$ cat src/rtl/rle_pkg.sv
// ---------------------------------------------------------------------------
// rle_pkg
// Shared types and constants for the run-length element decoder.
// ---------------------------------------------------------------------------
`default_nettype none

package rle_pkg;

    localparam int unsigned ELEM_W   = 32;
    localparam int unsigned COUNT_W  = 8;
    localparam int unsigned WIDTH_W  = 3;

    localparam logic [7:0]         CTRL_REPEAT_BIT = 8'h80;
    localparam logic [6:0]         REPEAT_MASK     = 7'h7F;
    localparam logic [COUNT_W-1:0] REPEAT_BIAS     = 8'd3;
    localparam logic [WIDTH_W-1:0] WIDTH_MIN       = 3'd1;
    localparam logic [WIDTH_W-1:0] WIDTH_MAX       = 3'd4;
    localparam logic [WIDTH_W-1:0] WIDTH_RESET     = 3'd4;

    typedef enum logic [1:0] {
        MODE_CONTROL = 2'd0,
        MODE_LITERAL = 2'd1,
        MODE_REPEAT  = 2'd2
    } run_mode_t;

    typedef struct packed {
        run_mode_t          mode;
        logic [COUNT_W-1:0] elements_left;
        logic [1:0]         byte_pos;
        logic [ELEM_W-1:0]  acc;
        logic [COUNT_W-1:0] run_repeat;
    } dec_state_t;

    typedef struct packed {
        logic [ELEM_W-1:0]  element_value;
        logic [COUNT_W-1:0] repeat_count;
        logic               final_res;
        logic               truncated;
    } dec_result_t;

    localparam dec_state_t STATE_CLEAR = '{
        mode:          MODE_CONTROL,
        elements_left: '0,
        byte_pos:      '0,
        acc:           '0,
        run_repeat:    '0
    };

    // Register value 0 acts as 1, values above 4 act as 4.
    function automatic logic [WIDTH_W-1:0] eff_width(input logic [WIDTH_W-1:0] raw);
        logic [WIDTH_W-1:0] w;
        begin
            if (raw == '0)
            begin
                w = WIDTH_MIN;
            end
            else if (raw > WIDTH_MAX)
            begin
                w = WIDTH_MAX;
            end
            else
            begin
                w = raw;
            end
            return w;
        end
    endfunction

endpackage

`default_nettype wire

$ cat src/rtl/rle_if.sv
// ---------------------------------------------------------------------------
// rle_if
// Valid/ready channels: compressed byte input and decoded element output.
// ---------------------------------------------------------------------------
`default_nettype none

interface rle_code_if;
    logic       valid;
    logic       ready;
    logic [7:0] code_byte;
    logic       stream_end;

    modport source (output valid, output code_byte, output stream_end, input ready);
    modport sink   (input valid, input code_byte, input stream_end, output ready);
endinterface

interface rle_elem_if;
    logic        valid;
    logic        ready;
    logic [31:0] element_value;
    logic [7:0]  repeat_count;
    logic        final_res;
    logic        truncated;

    modport source (output valid, output element_value, output repeat_count,
                    output final_res, output truncated, input ready);
    modport sink   (input valid, input element_value, input repeat_count,
                    input final_res, input truncated, output ready);
endinterface

`default_nettype wire

$ cat src/rtl/rle_step.sv
// ---------------------------------------------------------------------------
// rle_step
// One-byte decode step: next run state and the optional result.
// ---------------------------------------------------------------------------
`default_nettype none

module rle_step (
    input  wire rle_pkg::dec_state_t           state,
    input  wire logic [7:0]                    code_byte,
    input  wire logic                          stream_end,
    input  wire logic [rle_pkg::WIDTH_W-1:0]   width,
    output rle_pkg::dec_state_t                state_next,
    output rle_pkg::dec_result_t               result,
    output logic                               result_valid
);

    logic                          is_data;
    logic [rle_pkg::ELEM_W-1:0]    acc_merged;
    logic [rle_pkg::WIDTH_W-1:0]   pos_inc;
    logic                          elem_done;
    logic [rle_pkg::COUNT_W-1:0]   left_dec;
    logic                          run_over;

    assign is_data    = (state.mode == rle_pkg::MODE_LITERAL) ||
                        (state.mode == rle_pkg::MODE_REPEAT);
    assign acc_merged = state.acc |
                        ({24'd0, code_byte} << {state.byte_pos, 3'b000});
    assign pos_inc    = {1'b0, state.byte_pos} + 3'd1;
    assign elem_done  = (pos_inc >= width);
    assign left_dec   = state.elements_left - 8'd1;
    assign run_over   = (left_dec == '0);

    // next state
    always_comb
    begin
        state_next = state;
        if (!is_data)
        begin
            if ((code_byte & rle_pkg::CTRL_REPEAT_BIT) == 8'd0)
            begin
                state_next.mode          = rle_pkg::MODE_LITERAL;
                state_next.elements_left = code_byte + 8'd1;
                state_next.run_repeat    = 8'd1;
            end
            else
            begin
                state_next.mode          = rle_pkg::MODE_REPEAT;
                state_next.elements_left = 8'd1;
                state_next.run_repeat    = {1'b0, code_byte[6:0] & rle_pkg::REPEAT_MASK}
                                           + rle_pkg::REPEAT_BIAS;
            end
            state_next.byte_pos = '0;
            state_next.acc      = '0;
        end
        else if (elem_done)
        begin
            state_next.elements_left = left_dec;
            state_next.byte_pos      = '0;
            state_next.acc           = '0;
            if (run_over)
            begin
                state_next.mode       = rle_pkg::MODE_CONTROL;
                state_next.run_repeat = '0;
            end
        end
        else
        begin
            state_next.byte_pos = pos_inc[1:0];
            state_next.acc      = acc_merged;
        end
        // any end of stream restarts decoding from a control byte
        if (stream_end)
        begin
            state_next = rle_pkg::STATE_CLEAR;
        end
    end

    // result
    always_comb
    begin
        result       = '0;
        result_valid = 1'b0;
        if (is_data && elem_done)
        begin
            result_valid         = 1'b1;
            result.element_value = acc_merged;
            result.repeat_count  = state.run_repeat;
            result.final_res     = stream_end;
            result.truncated     = stream_end && !run_over;
        end
        else if (stream_end)
        begin
            // ended on a control byte or inside an element
            result_valid     = 1'b1;
            result.final_res = 1'b1;
            result.truncated = 1'b1;
        end
    end

endmodule

`default_nettype wire

$ cat src/rtl/rle_element_decoder.sv
// ---------------------------------------------------------------------------
// rle_element_decoder
// Run-length decoder, 1..4 byte pixel elements, a byte a cycle unless stalled.
// ---------------------------------------------------------------------------
//
//  channel    dir  handshake     payload
//  ---------  ---  ------------  ----------------------------------------------
//  code_ch    in   valid/ready   code_byte[7:0], stream_end
//  elem_ch    out  valid/ready   element_value[31:0], repeat_count[7:0],
//                                final_res, truncated
//  cfg        in   cfg_we        cfg_wdata[2:0] -> element_bytes
//
//  One byte per cycle sustained while the result register is free or draining.
//  A byte is staged in the input register, then the decode step updates the
//  run state and loads the result register, which presents it on elem_ch.
//  The decode step's state update is the only loop.
//  rst_n (async, active low) clears run state, valid flags and sets
//  element_bytes to 4. A stall on elem_ch holds the input register only when
//  the result register is full; until then bytes that give no result drain.
//
`default_nettype none

module rle_element_decoder (
    input  wire logic        clk,
    input  wire logic        rst_n,
    input  wire logic        cfg_we,
    input  wire logic [2:0]  cfg_wdata,
    rle_code_if.sink         code_ch,
    rle_elem_if.source       elem_ch
);

    // configuration
    logic [rle_pkg::WIDTH_W-1:0] width_reg;

    // input register
    logic       in_valid_reg;
    logic [7:0] in_byte_reg;
    logic       in_end_reg;

    // run state
    rle_pkg::dec_state_t  state_reg;
    rle_pkg::dec_state_t  state_next;

    // result register
    logic                  out_valid_reg;
    rle_pkg::dec_result_t  out_reg;

    rle_pkg::dec_result_t  step_result;
    logic                  step_valid;
    logic                  advance;
    logic                  in_xfer;

    // The staged byte moves on when the result register is free or draining.
    assign advance         = in_valid_reg && (!out_valid_reg || elem_ch.ready);
    assign code_ch.ready   = !in_valid_reg || advance;
    assign in_xfer         = code_ch.valid && code_ch.ready;

    always_ff @(posedge clk or negedge rst_n)
    begin
        if (!rst_n)
        begin
            width_reg <= rle_pkg::WIDTH_RESET;
        end
        else if (cfg_we)
        begin
            width_reg <= cfg_wdata;
        end
    end

    always_ff @(posedge clk or negedge rst_n)
    begin
        if (!rst_n)
        begin
            in_valid_reg <= 1'b0;
        end
        else if (code_ch.ready)
        begin
            in_valid_reg <= code_ch.valid;
        end
    end

    always_ff @(posedge clk)
    begin
        if (in_xfer)
        begin
            in_byte_reg <= code_ch.code_byte;
            in_end_reg  <= code_ch.stream_end;
        end
    end

    rle_step u_step (
        .state        (state_reg),
        .code_byte    (in_byte_reg),
        .stream_end   (in_end_reg),
        .width        (rle_pkg::eff_width(width_reg)),
        .state_next   (state_next),
        .result       (step_result),
        .result_valid (step_valid)
    );

    always_ff @(posedge clk or negedge rst_n)
    begin
        if (!rst_n)
        begin
            state_reg <= rle_pkg::STATE_CLEAR;
        end
        else if (advance)
        begin
            state_reg <= state_next;
        end
    end

    // Result register: loaded on a step with a result, cleared on transfer.
    always_ff @(posedge clk or negedge rst_n)
    begin
        if (!rst_n)
        begin
            out_valid_reg <= 1'b0;
        end
        else if (advance)
        begin
            out_valid_reg <= step_valid;
        end
        else if (elem_ch.ready)
        begin
            out_valid_reg <= 1'b0;
        end
    end

    always_ff @(posedge clk)
    begin
        if (advance && step_valid)
        begin
            out_reg <= step_result;
        end
    end

    assign elem_ch.valid         = out_valid_reg;
    assign elem_ch.element_value = out_reg.element_value;
    assign elem_ch.repeat_count  = out_reg.repeat_count;
    assign elem_ch.final_res     = out_reg.final_res;
    assign elem_ch.truncated     = out_reg.truncated;

`ifndef ASSERT_OFF
    // Waiting for a control byte means nothing is half assembled.
    a_ctrl_clean: assert property (@(posedge clk) disable iff (!rst_n)
        (state_reg.mode == rle_pkg::MODE_CONTROL) |->
            (state_reg.byte_pos == '0 && state_reg.acc == '0))
        else $error("partial element left in control mode");

    // A repeat run holds exactly one element with a count of 3 or more.
    a_repeat_run: assert property (@(posedge clk) disable iff (!rst_n)
        (state_reg.mode == rle_pkg::MODE_REPEAT) |->
            (state_reg.elements_left == 8'd1 && state_reg.run_repeat >= 8'd3))
        else $error("repeat run state corrupt");

    // A literal run always has elements left and a count of one.
    a_literal_run: assert property (@(posedge clk) disable iff (!rst_n)
        (state_reg.mode == rle_pkg::MODE_LITERAL) |->
            (state_reg.elements_left != '0 && state_reg.run_repeat == 8'd1))
        else $error("literal run state corrupt");

    // Truncation is only reported on the final result.
    a_trunc_final: assert property (@(posedge clk) disable iff (!rst_n)
        (out_valid_reg && out_reg.truncated) |-> out_reg.final_res)
        else $error("truncated without final_res");
`endif

endmodule

`default_nettype wire

$ cat src/flat_wrapper.sv
// flat-port wrapper written by rule: the top's interface ports become plain ports
module rle_element_decoder_flat 
  (clk, rst_n, cfg_we, cfg_wdata, code_ch_valid, code_ch_code_byte, code_ch_stream_end, code_ch_ready, elem_ch_valid, elem_ch_element_value, elem_ch_repeat_count, elem_ch_final_res, elem_ch_truncated, elem_ch_ready);
  rle_code_if code_ch_i ();
  rle_elem_if elem_ch_i ();
  input  wire logic clk;
  input  wire logic rst_n;
  input  wire logic cfg_we;
  input  wire logic [2:0] cfg_wdata;
  input wire logic [$bits(code_ch_i.valid)-1:0] code_ch_valid;
  input wire logic [$bits(code_ch_i.code_byte)-1:0] code_ch_code_byte;
  input wire logic [$bits(code_ch_i.stream_end)-1:0] code_ch_stream_end;
  output wire logic [$bits(code_ch_i.ready)-1:0] code_ch_ready;
  output wire logic [$bits(elem_ch_i.valid)-1:0] elem_ch_valid;
  output wire logic [$bits(elem_ch_i.element_value)-1:0] elem_ch_element_value;
  output wire logic [$bits(elem_ch_i.repeat_count)-1:0] elem_ch_repeat_count;
  output wire logic [$bits(elem_ch_i.final_res)-1:0] elem_ch_final_res;
  output wire logic [$bits(elem_ch_i.truncated)-1:0] elem_ch_truncated;
  input wire logic [$bits(elem_ch_i.ready)-1:0] elem_ch_ready;
  assign code_ch_i.valid = code_ch_valid;
  assign code_ch_i.code_byte = code_ch_code_byte;
  assign code_ch_i.stream_end = code_ch_stream_end;
  assign code_ch_ready = code_ch_i.ready;
  assign elem_ch_valid = elem_ch_i.valid;
  assign elem_ch_element_value = elem_ch_i.element_value;
  assign elem_ch_repeat_count = elem_ch_i.repeat_count;
  assign elem_ch_final_res = elem_ch_i.final_res;
  assign elem_ch_truncated = elem_ch_i.truncated;
  assign elem_ch_i.ready = elem_ch_ready;
  rle_element_decoder u_core (.clk(clk), .rst_n(rst_n), .cfg_we(cfg_we), .cfg_wdata(cfg_wdata), .code_ch(code_ch_i), .elem_ch(elem_ch_i));
endmodule
$ cat config.mk
export PLATFORM = sky130hd
export DESIGN_NAME = rle_element_decoder_flat
export DESIGN_NICKNAME = d
export VERILOG_FILES = /design/src/rtl/rle_pkg.sv /design/src/rtl/rle_if.sv /design/src/rtl/rle_step.sv /design/src/rtl/rle_element_decoder.sv /design/src/flat_wrapper.sv
export SDC_FILE = /design/constraint.sdc
export NUM_CORES = 1
export LEC_CHECK = 0
export ABC_AREA = 1
export BUFFER_PORTS_ARGS = -buffer_cell sky130_fd_sc_hd__buf_4
export CORE_MARGIN = 2
export CORE_UTILIZATION = 45
export DETAILED_ROUTE_END_ITERATION = 10
export PLACE_DENSITY = 0.74
export SYNTH_ARGS = -nofsm -noshare
export SYNTH_HDL_FRONTEND = slang
export SYNTH_SLANG_ARGS = --single-unit
$ cat constraint.sdc
create_clock -name clk -period 6.9 [get_ports clk]
set_clock_uncertainty 0.2 [all_clocks]
set_input_delay 1.725 -clock clk [delete_from_list [all_inputs] [get_ports clk]]
set_output_delay 1.725 -clock clk [all_outputs]
set_load 0.03 [all_outputs]
* Word-level counts from Yosys, hierarchy flattened
Cells that the tools add are included.
** Operators by class
- Divide/modulo/power cells :: 0
- Shifts and indexed selects :: 1
- Bitwise gates (word level) :: 1
- Equality and inequality tests :: 4
- $mul :: 0
- Muxes and demuxes :: 17
- Add/subtract/negate cells :: 4
- Reduce and logical (&&, ||, !) cells :: 17
- $lt $le $gt $ge :: 2
** Operators by type and width (count)
- $mux 52 :: 2
- $mux 34 :: 1
- $or 32x32->32 :: 1
- $shl 8x5->32 :: 1
- $mux 8 :: 3
- $mux 10 :: 2
- $logic_not 8->1 :: 2
- $add 7x2->8 const B :: 1
- $add 8x1->8 const B :: 1
- $sub 8x1->8 const B :: 1
- $mux 2 :: 3
- $mux 3 :: 2
- $ne 3x1->1 const B :: 2
- $logic_and 1x1->1 :: 5
- $mux 1 :: 4
- $add 2x1->3 const B :: 1
- $ge 3x3->1 :: 1
- $gt 3x3->1 const B :: 1
- $logic_not 1->1 :: 3
- $logic_not 3->1 :: 1
- $logic_or 1x1->1 :: 3
- $reduce_and 3->1 :: 1
- $eq 2x1->1 const B :: 1
- $eq 2x2->1 const B :: 1
- other kinds (2) :: 2
** Word-level totals
- Word-level logic and storage cells :: 60
- Output and inout port bits :: 44
- Memory bits (read-only) :: 0
- Memories :: 0
- Input port bits :: 17
- Memory bits (writable) :: 0
- Register bits :: 108
- Latch bits :: 0

* Longest topological paths before layout
Gate-level depths: netlist (run 1).
- Word-level depth :: 7
- Gate-level depth with buffers :: 13
- Gate-level depth less buffers :: 13

* Cells and area by module
A second synthesis (run 1) with hierarchy kept.
** Unflattened totals
- Cell total of the unflattened synthesis :: 658
- Area total of the unflattened synthesis :: 5510.3 um^2
** Modules (own cells, without submodules)
- rle_element_decoder :: area an instance 3813.7 um^2, cells an instance 303, sequential area each 2959.1 um^2, instances 1
- rle_step :: area an instance 1696.6 um^2, cells an instance 355, sequential area each 0.0 um^2, instances 1

* Worst setup path before layout (run 1)
Ideal clock, no wire load.
- Path kind :: input port to output port
- From :: input port elem_ch_ready
- To :: output port code_ch_ready
- Required time :: 4975 ps
- Buffers on the path :: 0
- Cell stages on the path :: 2
- Arrival :: 2015 ps
- Path slack :: 2960 ps
- Path through :: nor2_1 nand2_1
** On the way
- Word-level cells in the longest chain between the ends :: 3
** RTL lines
- from (decl) :: RTL line flat_wrapper.sv:19 : input wire logic [$bits(elem_ch_i.ready)-1:0] elem_ch_ready;
- $logic_or 1x1->1 :: RTL line rle_element_decoder.sv:54 : assign advance = in_valid_reg && (!out_valid_reg || elem_ch.ready);
- $logic_and 1x1->1 :: RTL line rle_element_decoder.sv:54
- $logic_or 1x1->1 :: RTL line rle_element_decoder.sv:55 : assign code_ch.ready = !in_valid_reg || advance;
- to (decl) :: RTL line flat_wrapper.sv:13 : output wire logic [$bits(code_ch_i.ready)-1:0] code_ch_ready;
Every way passes these cells.

* Final worst setup path (run 1)
Same ends and word-level chain as after synthesis.

==> results.toml, run 1 <==
[final_layout]
syn_to_final_growth_pct = 15.0
fin_nets = 569
drive_above_1_share_pct = 19.9
largest_reg_flops = 52
register_area_mm2 = 0.00296
antennaDiodeCount = 0
nFillCells = 977
multi_input_area_mm2 = 0.00184

[drt]
drc_errors = 0
firstDrtPassIters = 5
wl_um = 10300
vias_per_cell = 5.33
num_vias = 3669
drt_iter0_drc = 199
drtAntennaViolNets = 0
routedWlPerCell_um = 14.9

[sta]
period_needed_ns = 4.13
period_share_pct = 59.9
timing.slew.headroom_pct = 40.1
fin_setup_tns_ns = 0
finalHoldViolations = 0
tightest_slew_ns = 0.898
setup_viol = 0
fmax_mhz = 242
rsz0062_at_grt = "no"
final_max_slew_viol_count = 0

[critical_path]
cp_num_buf_inv = 2
max_stage_delay_ns = 0.18
cp.depth = 4
worstPathMaxFanout = 3
r2r_slack_ns = 3.03
cp_common_cell = "buf_4"
worstPathCellList = "buf_4 > nor2_1 > nand2_1 > buf_4"
startpoint_type = "primary input"
reg2reg_from = "u_core.state_reg[40]"
crit_family = "buffers and inverters"
r2r-end = "u_core.elem_ch.truncated"
worst-setup-path-type = "in2out"
worst_r2r_path_depth = 11
worst_ep_required_time_ns = 4.97
cp_slowest_cell = "buf_4"
endpoint_kind = "output pin"
cp.arrival_ns = 2.21

[pwr]
max-vdd-ir-drop_v = 0.000261
power.density_mw_per_mm2 = 375
p_leak_nw = 2.79
finalPower_mw = 2.20

[clock_network]
cts_buffers = 9
ctsHoldBuffers = 0
clock_sinks = 108
ctsResizeCount = 0
cts_tree = "built"
clk_latency_ns = 0.35
root_buffer = "clkbuf_16"
postCtsSetupBuffers = 0
htreeDepth = 3
cts_buffer_depth = 2
clk_pin_slew_ns = 0.06

[synth]
avgSynthCellArea_um2 = 10.3
synth_cells = 497
synth_top_area_share_pct = 30.0
ys_seq_area_share_pct = 57.9
yosysTopAreaCell = "edfxtp_1"
yosysWarnings = 0
syn_area_mm2 = 0.00511
synthDistinctLibCells = 40
ys_top_cells_by_area = "edfxtp_1 (30%), dfrtp_1 (27%), nand2_1 (5.0%)"
synth-seq-cells = 108
synth_nets = 522

[min_path]
holdPathEnd = "u_core.state_reg[1]"
min_path_type = "reg2reg"
min_from = "u_core.state_reg[1]"
worstHoldPathCells = 2

[global_route]
grt_max_degree = 58
grt_pass1_wl_um = 17700
antenna_found_initial = 0
grt.total_usage_pct = 18.0
grt_overflow = 0
grt_pass1_vias = 3485

[floorplan]
die_area_mm2 = 0.0122
initial_core_util_pct = 46.7
die_x_um = 111
core_mm2 = 0.0109
pin_count = 61
rows = 38
fp.dieH_um = 111

[placed_design]
place.gp.congestion = 0.900
port_buffers = 60
hpwlAfterDp_um = 6960

[flow_run]
maxCapViolCount = 0

[status]
run_status = "complete, no violations"
==> synthesized netlist by cell type <==
master,number
nand2_1,68
nor2_1,60
dfrtp_1,56
edfxtp_1,51
nor3_1,37
a21oi_1,36
inv_1,35
nand3_1,25
o211a_1,24
o21ai_0,13
nor2_4,12
buf_2,9
ha_1,8
inv_2,6
clkbuf_1,5
nand2_2,5
buf_1,4
nand4_1,4
nor2_2,4
nor4_1,4
xor2_1,4
buf_4,3
buf_6,3
o22ai_1,3
nand2_4,2
nor2_8,2
a211oi_1,1
a21o_1,1
a2bb2oi_1,1
a31oi_1,1
and2_1,1
buf_12,1
dfstp_2,1
mux2_2,1
nand3_2,1
nand3b_1,1
o211ai_1,1
o21ai_4,1
o32ai_1,1
xnor2_1,1
==> cell type report <==
cell class,instances,share of cell area [%]
timing repair buffer,61,7.80
inverter,41,2.62
tap,140,2.98
sequential,108,50.4
clock inverter,4,0.852
multi-input combinational,323,31.3
clock buffer,12,4.03
==> layout by cell type, fill, tap and decap left out, types with 2 or more instances in the layout <==
cell	synthesis	layout
nand2_1	68	68
buf_4	3	61
nor2_1	60	60
dfrtp_1	56	56
edfxtp_1	51	51
nor3_1	37	37
a21oi_1	36	36
inv_1	35	35
nand3_1	25	25
o211a_1	24	24
o21ai_0	13	13
nor2_4	12	12
clkbuf_16	0	9
ha_1	8	8
inv_2	6	6
nand2_2	5	5
nor2_2	4	4
nand4_1	4	4
xor2_1	4	4
nor4_1	4	4
o22ai_1	3	3
clkbuf_1	5	3
nand2_4	2	2
nor2_8	2	2
==> cell families (layout without fill, tap and decap cells) <==
logic type | count (synthesis) | in the layout | synth area share, %
AO/OA/AOI/OAI | 83 | 83 | 11.1
XOR/XNOR | 5 | 5 | 0.857
adder cells (fa/ha/maj) | 8 | 8 | 1.96
buffers and inverters | 66 | 118 | 6.05
flip-flops | 108 | 108 | 57.9
multiplexers | 1 | 1 | 0.220
AND/OR/NAND/NOR | 226 | 226 | 21.9
==> worst min-delay path: cells and delay by family, from the launching register on <==
family	cells	cell delay [ns]
AND/OR/NAND/NOR	2	0.09
flip-flops	1	0.34
==> through the flow <==
step	hold slack, ns	area, um^2	setup slack (ns)	cells	util, %
4_1_cts	0.277	5870	2.77	689	53.7
6_report	0.272	5870	2.77	689	53.7
5_1_grt	0.311	5870	2.71	689	53.7
2_1_floorplan	0.228	5110	2.96	497	-
3_3_place_gp	0.259	5590	2.77	673	51.1
3_5_place_dp	0.261	5590	2.77	673	51.1
==> report_power, final <==
| group | internal, mW | total, mW | switching (mW) |
|---|---|---|---|
| clock network | 0.282 | 0.496 | 0.214 |
| logic | 0.244 | 0.800 | 0.557 |
| registers | 0.821 | 0.905 | 0.0841 |
==> worst max path at each step <==
stage / from / slack [ns] / end
final: elem_ch_ready / 2.77 / code_ch_ready
after global routing: u_core.state_reg[40] / 2.71 / u_core.elem_ch.truncated
after CTS: elem_ch_ready / 2.77 / code_ch_ready
after detailed placement: elem_ch_ready / 2.77 / code_ch_ready
after global placement: elem_ch_ready / 2.77 / code_ch_ready
after floorplan: elem_ch_ready / 2.96 / code_ch_ready
==> per-layer routing <==
metal | vias up | part of all wire [%] | GRT usage (%)
met5 | - | 0 | 0
met4 | 0 | 1.7 | 6.25
met3 | 15 | 5.3 | 3.18
met2 | 115 | 46 | 27.4
met1 | 1741 | 47 | 26.3
li1 | 1798 | - | -
(Power assumes the default switching activity.)
==> inputs of run 2 (changes only) <==
- clock period: 6.9 -> 3.92 ns (I/O delays scaled with it)
==> results.toml, run 2 (synthesis results as in run 1) <==
[drt]
firstDrtPassIters = 4
wl_met1_um = 4590
drc_errors = 0
drtAntennaViolNets = 0
routedWlPerCell_um = 15.1
drt_iter0_drc = 200
maxUsedRoutingLayer = "met4"
wl_met3_um = 628
wl_um = 10400
vias_per_cell = 5.37
wl_met2_um = 5050
num_vias = 3712

[floorplan]
initial_core_util_pct = 46.7
fp.dieH_um = 111
die_area_mm2 = 0.0122
rows = 38
die_x_um = 111
core_mm2 = 0.0109
pin_count = 61

[sta]
period_needed_ns = 3.36
period_share_pct = 85.7
timing.slew.headroom_pct = 52.4
rsz0062_at_grt = "no"
fmax_mhz = 298
fin_setup_tns_ns = 0
setup_viol = 0
final_max_slew_viol_count = 0
finalHoldViolations = 0
tightest_slew_ns = 0.712
hold-worst-slack_ns = 0.275

[final_layout]
finalInstanceArea_mm2 = 0.00589
fin_nets = 571
largest_reg_flops = 52
final_cell_mix = "nand2_1 (68), buf_4 (62), nor2_1 (60)"
antennaDiodeCount = 0
drive_above_1_share_pct = 20.5
nFillCells = 944
syn_to_final_growth_pct = 15.4
final_common_cell = "nand2_1"

[global_route]
grt_pass1_wl_um = 17500
grt_pass1_vias = 3450
antenna_found_initial = 0
grt.total_usage_pct = 17.8
grt_overflow = 0
grt_max_degree = 58

[clock_network]
cts_buffer_depth = 2
clk_latency_ns = 0.34
clk_pin_slew_ns = 0.07
postCtsSetupBuffers = 0
ctsHoldBuffers = 0
ctsResizeCount = 0
root_buffer = "clkbuf_16"
cts_buffers = 9
htreeDepth = 3
cts_tree = "built"
clock_sinks = 108

[critical_path]
worst-setup-path-type = "reg2reg"
cp_common_cell = "nand2_1"
worstPathMaxFanout = 38
max_stage_delay_ns = 0.71
startpoint_type = "flip-flop"
worst_ep_required_time_ns = 3.75
cp_slowest_cell = "dfrtp_1"
worstPathCellList = "ha_1 > ha_1 > nand2_1 > nor2_1 > nor2_2 > nand2_4 > nand2_2 > nand2_1 > nand2_1 > inv_1 > buf_12"
cp.arrival_ns = 3.19
crit_family = "simple AND/OR/NAND/NOR gates"
cp_num_buf_inv = 2
endpoint_kind = "flip-flop"

[status]
run_status = "complete, no violations"

[placed_design]
dpl_cell_area_mm2 = 0.00561
hpwlAfterDp_um = 7190
place.gp.congestion = 0.845
port_buffers = 60

[min_path]
min_path_type = "reg2reg"

[flow_run]
maxCapViolCount = 0

[pwr]
power.density_mw_per_mm2 = 656
p_leak_nw = 2.80
max-vdd-ir-drop_v = 0.000420
run 2: where the power goes:
group	internal, mW	total [mW]	switching (mW)	leakage [nW]
Clock	0.451	0.839	0.388	0.140
Sequential	1.44	1.59	0.149	1.26
Combinational	0.444	1.43	0.988	1.40
Total	2.34	3.86	1.53	2.80
run 2: stage by stage:
stage	std cells	total power [mW]	util [%]	setup WS [ns]
final	691	3.86	53.9	0.562
after global routing	691	4.12	53.9	0.260
after CTS	691	3.89	53.9	0.552
after detailed placement	675	3.03	51.3	0.560
after global placement	675	2.99	51.3	0.693
after floorplan	497	2.70	-	0.949
run 2: worst min-delay path, cell delays in order (launching register included):
cell and delay (ns):
dfrtp_1 0.34, nand2_1 0.05, nand2_1 0.05
run 2: cell type report:
type | count | area [um^2] | area share (%)
Timing Repair Buffer | 63 | 485 | 8.24
Tap cell | 140 | 175 | 2.97
Clock inverter | 5 | 36.3 | 0.616
Inverter | 41 | 154 | 2.61
Sequential cell | 108 | 2960 | 50.2
Multi-Input combinational cell | 323 | 1840 | 31.2
Clock buffer | 11 | 243 | 4.12
run 2: metal layers:
metal	vias up	GRT usage (%)
met2	137	28.8
met5	-	0
met1	1759	24.1
met4	0	6.00
met3	10	3.51
li1	1806	-
run 2: worst paths after layout:
check,startpoint,to,slack [ns],cells past startpoint
worst max-delay path,u_core.state_reg[40],u_core.elem_ch.repeat_count[5],0.56,11
worst min-delay path,u_core.state_reg[2],u_core.state_reg[2],0.27,2
worst max register to register,u_core.state_reg[40],u_core.elem_ch.repeat_count[5],0.56,11
worst min register to register,u_core.state_reg[2],u_core.state_reg[2],0.27,2
max in group asynchronous,rst_n,u_core.elem_ch.valid,2.56,1
min in group asynchronous,rst_n,u_core.state_reg[46],0.47,1
==> inputs of run 3 (changes only) <==
- CORE_MARGIN: 2 -> default
==> results.toml, run 3 (synthesis results as in run 1) <==
[critical_path]
r2r_slack_ns = 0.52
r2r-end = "u_core.elem_ch.repeat_count[6]"
worst-setup-path-type = "reg2reg"
worstPathMaxFanout = 39
worst_ep_required_time_ns = 3.76
cp.arrival_ns = 3.24
worst_r2r_path_depth = 11
reg2reg_from = "u_core.state_reg[40]"
endpoint_kind = "flip-flop"
startpoint_type = "flip-flop"

[clock_network]
cts_buffers = 9
ctsResizeCount = 0
clk_pin_slew_ns = 0.07
postCtsSetupBuffers = 0
cts_tree = "built"
clock_sinks = 108
ctsHoldBuffers = 0
root_buffer = "clkbuf_16"
cts_buffer_depth = 2
htreeDepth = 3
clk_latency_ns = 0.35

[sta]
finalHoldViolations = 0
postLayoutSetupSlackWorst_ns = 0.522
tightest_slew_ns = 0.727
rsz0062_at_grt = "no"
period_share_pct = 86.7
timing.slew.headroom_pct = 51.5
setup_viol = 0
fmax_mhz = 294
final_max_slew_viol_count = 0
fin_setup_tns_ns = 0
period_needed_ns = 3.40

[final_layout]
nFillCells = 956
drive_above_1_share_pct = 20.4
finalInstanceArea_mm2 = 0.00592
largest_reg_flops = 52
finalCoreUtilization_pct = 54.1
antennaDiodeCount = 0
syn_to_final_growth_pct = 15.8
fin_nets = 570
final_common_cell = "nand2_1"
final_cell_mix = "nand2_1 (68), buf_4 (61), nor2_1 (60)"

[drt]
drt_iter0_drc = 341
vias_per_cell = 5.42
drc_errors = 0
routedWlPerCell_um = 15.6
drtAntennaViolNets = 0
num_vias = 3738
firstDrtPassIters = 5
wl_um = 10700

[placed_design]
port_buffers = 60
place.gp.congestion = 0.893
dpl_cell_area_mm2 = 0.00561
hpwlAfterDp_um = 7280
place_ws_ns = 0.523

[floorplan]
initial_core_util_pct = 46.7
core_mm2 = 0.0109
pin_count = 61
rows = 38
die_x_um = 109
die_area_mm2 = 0.0118
fp.dieH_um = 109

[global_route]
grt_max_degree = 58
antenna_found_initial = 0
grt.total_usage_pct = 19.7
grt_pass1_wl_um = 17400
grt_pass1_vias = 3464
grt_overflow = 0

[status]
run_status = "complete, no violations"

[min_path]
min_from = "u_core.state_reg[1]"
worstHoldPathCells = 2
min_path_type = "reg2reg"
holdPathEnd = "u_core.state_reg[1]"

[pwr]
p_sw_mw = 1.56
power.density_mw_per_mm2 = 672
p_seq_share_pct = 40.1
p_int_mw = 2.42
max-vdd-ir-drop_v = 0.000301
p_leak_nw = 2.81
combPwrFrac_pct = 36.5
clock_power_share_pct = 23.4
switching_share_pct = 39.2

[flow_run]
maxCapViolCount = 0
==> run 3: power by group through the flow <==
stage	logic, mW	registers (mW)	clock network, mW
after floorplan	0.964	1.74	0
after global placement	1.38	1.60	0
after detailed placement	1.44	1.61	0
after CTS	1.45	1.59	0.949
after global routing	1.59	1.62	0.992
final	1.45	1.59	0.931
==> run 3: worst max-delay path by stage <==
stage | startpoint | endpoint | slack, ns | depth (start not counted)
floorplan | elem_ch_ready | u_core.elem_ch.element_value[0] | 0.95 | 5
global placement | u_core.state_reg[40] | u_core.elem_ch.element_value[11] | 0.70 | 11
detailed placement | u_core.state_reg[40] | u_core.elem_ch.element_value[14] | 0.52 | 11
CTS | u_core.state_reg[40] | u_core.elem_ch.element_value[13] | 0.52 | 11
global route | u_core.state_reg[40] | u_core.elem_ch.element_value[1] | 0.20 | 11
finish | u_core.state_reg[40] | u_core.elem_ch.repeat_count[6] | 0.52 | 11
==> run 3: layer usage <==
| metal | GRT usage (%) | routed length (um) | up-vias | share of wire (%) |
|---|---|---|---|---|
| met5 | 0 | 0 | - | 0 |
| met2 | 30.2 | 5140 | 150 | 48 |
| li1 | - | - | 1796 | - |
| met4 | 10.7 | 247 | 0 | 2.3 |
| met1 | 26.7 | 4690 | 1773 | 44 |
| met3 | 3.07 | 667 | 19 | 6.2 |
==> run 3: worst max-delay path, cell delays in order, from the launching register on <==
cell and delay (ns):
dfrtp_1 0.72, ha_1 0.35, ha_1 0.31, nand2_1 0.05
nor2_1 0.12, nor2_2 0.07, nand2_4 0.27, nand2_2 0.30
nand2_1 0.15, nand2_1 0.08, inv_1 0.20, buf_12 0.24
==> run 3: layout make-up <==
cell class | count | area [um^2] | share of cell area, %
well taps | 140 | 175 | 2.96
clock inverters | 4 | 55.1 | 0.930
multi-input cells | 323 | 1840 | 31.1
flip-flops and latches | 108 | 2960 | 50.0
clock buffers | 12 | 256 | 4.33
inverters | 41 | 154 | 2.60
repair buffers | 62 | 478 | 8.08
==> run 3: stage by stage <==
step / std cells / power, mW / hold WS (ns)
CTS: 690 / 3.99 / 0.277
global route: 690 / 4.20 / 0.286
detailed placement: 674 / 3.05 / 0.261
finish: 690 / 3.98 / 0.275
floorplan: 497 / 2.70 / 0.228
global placement: 674 / 2.98 / 0.263
